File: src/rtl/core/occupancy_grid_scan_update_unit_assert.svh
// Assertion macros shared by the occupancy grid RTL.
`ifndef OCCUPANCY_GRID_SCAN_UPDATE_UNIT_ASSERT_SVH
`define OCCUPANCY_GRID_SCAN_UPDATE_UNIT_ASSERT_SVH

// same-cycle implication, held off while reset is asserted
`define OGSU_ASSERT_IMP(label, clk, rst_n, ante, cons, msg) \
  label: assert property (@(posedge clk) disable iff (!rst_n) (ante) |-> (cons)) \
    else $error(msg);

// next-cycle implication
`define OGSU_ASSERT_NXT(label, clk, rst_n, ante, cons, msg) \
  label: assert property (@(posedge clk) disable iff (!rst_n) (ante) |=> (cons)) \
    else $error(msg);

`endif

File: src/rtl/core/ogsu_ram.sv
// Generic single-write, single-read RAM with registered read data.
module ogsu_ram #(
  parameter int WIDTH = 8,
  parameter int DEPTH = 256
) (
  input  logic                     clk_i,
  input  logic                     we_i,
  input  logic [$clog2(DEPTH)-1:0] waddr_i,
  input  logic [WIDTH-1:0]         wdata_i,
  input  logic [$clog2(DEPTH)-1:0] raddr_i,
  output logic [WIDTH-1:0]         rdata_o
);

  logic [WIDTH-1:0] mem [DEPTH];

  always_ff @(posedge clk_i) begin
    if (we_i) begin
      mem[waddr_i] <= wdata_i;
    end
    rdata_o <= mem[raddr_i];
  end

endmodule

File: config.mk
export PLATFORM = sky130hd
export DESIGN_NAME = ogsu_ram
export DESIGN_NICKNAME = d
export VERILOG_FILES = /design/src/rtl/core/occupancy_grid_scan_update_unit_assert.svh /design/src/rtl/core/ogsu_ram.sv
export SDC_FILE = /design/constraint.sdc
export NUM_CORES = 2
export LEC_CHECK = 0
export ABC_CLOCK_PERIOD_IN_PS = 2700
export BUFFER_PORTS_ARGS = -buffer_cell sky130_fd_sc_hd__buf_2
export CAP_MARGIN = 20
export CORE_ASPECT_RATIO = 1.25
export CORE_UTILIZATION = 55
export CTS_CLUSTER_SIZE = 24
export DETAILED_ROUTE_END_ITERATION = 6
export PLACE_DENSITY = 0.77
export SETUP_SLACK_MARGIN = 0.1
export SYNTH_ARGS = -nofsm -noshare
export SYNTH_HDL_FRONTEND = slang
export SYNTH_SLANG_ARGS = --single-unit
File: constraint.sdc
create_clock -name clk_i -period 2.7 [get_ports clk_i]
set_input_delay 0.405 -clock clk_i [delete_from_list [all_inputs] [get_ports clk_i]]
set_output_delay 0.405 -clock clk_i [all_outputs]
set_load 0.01 [all_outputs]
==> metrics <==
first-pass GRT wire length 292 mm; hold depth 1; clock period minus worst slack 2540 ps; unrepaired setup endpoints after global routing false; critical path depth 8; Pleak 0.0299 uW; largest net degree at the start of global routing 88; post-DP HPWL 128 mm; Synth async-reset ratio 0; Die X 342 um; mean area per synthesized cell 21.3 um2; CTS tree built; final slew viol count 0; Worst Max-Slew Pin Slew 823 ps; First-pass DRT Iterations 7; Core Footprint 143000 um2; vias in the first global route 42800; clk sinks 2056; Area Overhead vs Synth 16.0%; crit-path max FO 1; # fillers 8925; vias 41700; power per standard cell area 693 nW/um2; Hold WC Path Type input pin to flop; cell family with most CP delay compound AO/OA/AOI/OAI gates; number of synthesized flops with an enable pin 2048; number of CTS-inserted buffers 183; Via-to-Cell Ratio 6.52; GRT Overall Usage 0.280; critical path class flop to flop; Root Driver clkbuf_16; fmax 393 MHz; endpoints failing setup 0; clk_skew 34.6 ps; num ports 34; Clock Path Buffers 3; Final GP Congestion 0.906; Gate Count Post-Synth 3733; status finished with violations; Main synth FF type edfxtp_1; CP Capture Type flop; Routed Antenna Nets 0; Max Cap Violations 0; die area 146000 um2; clock-pin transition on the worst setup and hold timing paths 70 ps; Total Wirelength 202 mm; Remaining Overflow, GRT 0; # DRC 4; CP required 3370 ps; commonest non-fill, non-tap cell in the layout edfxtp_1; CTS Hold Bufs 0; port buffer count 33; Final #Nets 4398; max_slew headroom 0.447; initial antenna violation count 11; WHS 171 ps; crit path launch type flop; H-tree levels 4; row cnt 155; failing checks DRC; Synth Cell Area 79600 um2; synthesized flop and latch total 2056; CP peak stage delay 490 ps; worst path buffer plus inverter count 2; Final Cycle Share 0.942; Worst path slowest cell mux4_2; fin area 92300 um2; initial core utilization 0.556; Post-CTS Setup Inserts 0; Syn Nets 3759; R2R depth 8; layout cells sized above 1 0.314; DRT iter0 DRCs 5352; sequential fraction of the synthesis area 0.775; Crit path top cell by count buf_4; post-cts sizing count 5; CP Data Arrival Time 3210 ps; die height 427 um; Wirelength per Cell 31.5 um; Synth cell types 55; worst path cell trace mux4_2 > nand2b_1 > a311oi_1 > buf_4 > o221ai_1 > a211oi_1 > buf_4 > nor4_1; most frequent cells in the layout edfxtp_1, buf_4, mux4_2; worst-skew pair later-pin latency 830 ps; Worst IR Drop VDD 712 uV; final core occ 0.645; Final Hold Viols 0; DP Area 86600 um2; yosys warns 0
-- report_power, final --
group	switching, uW	total, uW	internal (uW)
combinational	2210	3660	1440
clock	11300	25100	13800
sequential	56.1	35200	35200
-- sequential cells by signal, summed over array words and instances, names as in the netlist --
register	flops
mem	2048
rdata_o	8
-- cell families after synthesis --
kind of cell | Yosys count | synth area share
simple gates | 466 | 0.0263
flops | 2056 | 0.775
buf+inv | 235 | 0.0183
compound gates | 385 | 0.0342
mux | 591 | 0.146
-- area by class of cell --
| class | instances | area (um2) | share of cell area |
|---|---|---|---|
| clock inverters | 101 | 798 | 0.00865 |
| flip-flops and latches | 2056 | 61700 | 0.668 |
| well taps | 1884 | 2360 | 0.0255 |
| clock buffers | 224 | 4860 | 0.0527 |
| diodes | 6 | 15.0 | 0.000163 |
| repair buffers | 687 | 6040 | 0.0654 |
| multi-input cells | 1442 | 16600 | 0.179 |
| inverters | 2 | 7.51 | 0.0000813 |
-- Yosys cell counts, drive strengths merged, types with 27 or more instances --
cell type / n / area (um2)
a21oi: 96 / 480
mux4: 456 / 10300
o22ai: 28 / 175
nor2: 282 / 1060
o221ai: 47 / 418
nand3: 34 / 170
a22oi: 133 / 998
mux2i: 134 / 1340
nor2b: 31 / 194
nand2: 33 / 124
edfxtp: 2048 / 61500
nor4: 27 / 188
clkbuf: 111 / 417
buf: 122 / 1030
-- metal layers --
layer | routed length (um) | GRT usage | vias to the layer above | part of all wire
met4 | 11700 | 0.145 | 8 | 0.058
met2 | 101000 | 0.466 | 2636 | 0.50
met5 | 42 | 0 | - | 0.00021
met3 | 20200 | 0.0596 | 572 | 0.10
met1 | 68800 | 0.348 | 21600 | 0.34
li1 | - | - | 17000 | -
-- per-stage QoR --
step	TNS [ps]	total power [uW]	setup slack (ps)	std cells
5_1_grt	0	65400	128	6396
4_1_cts	0	64100	132	6396
6_report	0	64000	157	6402
3_3_place_gp	-6520	39400	-1080	6068
2_1_floorplan	0	37600	357	3733
3_5_place_dp	-5480	39500	-901	6071
-- path summary, 6_finish.rpt --
| path | startpoint | endpoint | slack (ps) |
|---|---|---|---|
| worst min register to register | mem[54][0] | rdata_o[0] | 1130 |
| worst min-delay path | wdata_i[7] | mem[104][7] | 170 |
| worst max-delay path | mem[43][5] | rdata_o[5] | 160 |
| worst max register to register | mem[43][5] | rdata_o[5] | 160 |
Note: power is estimated with default switching activity, not from simulation.
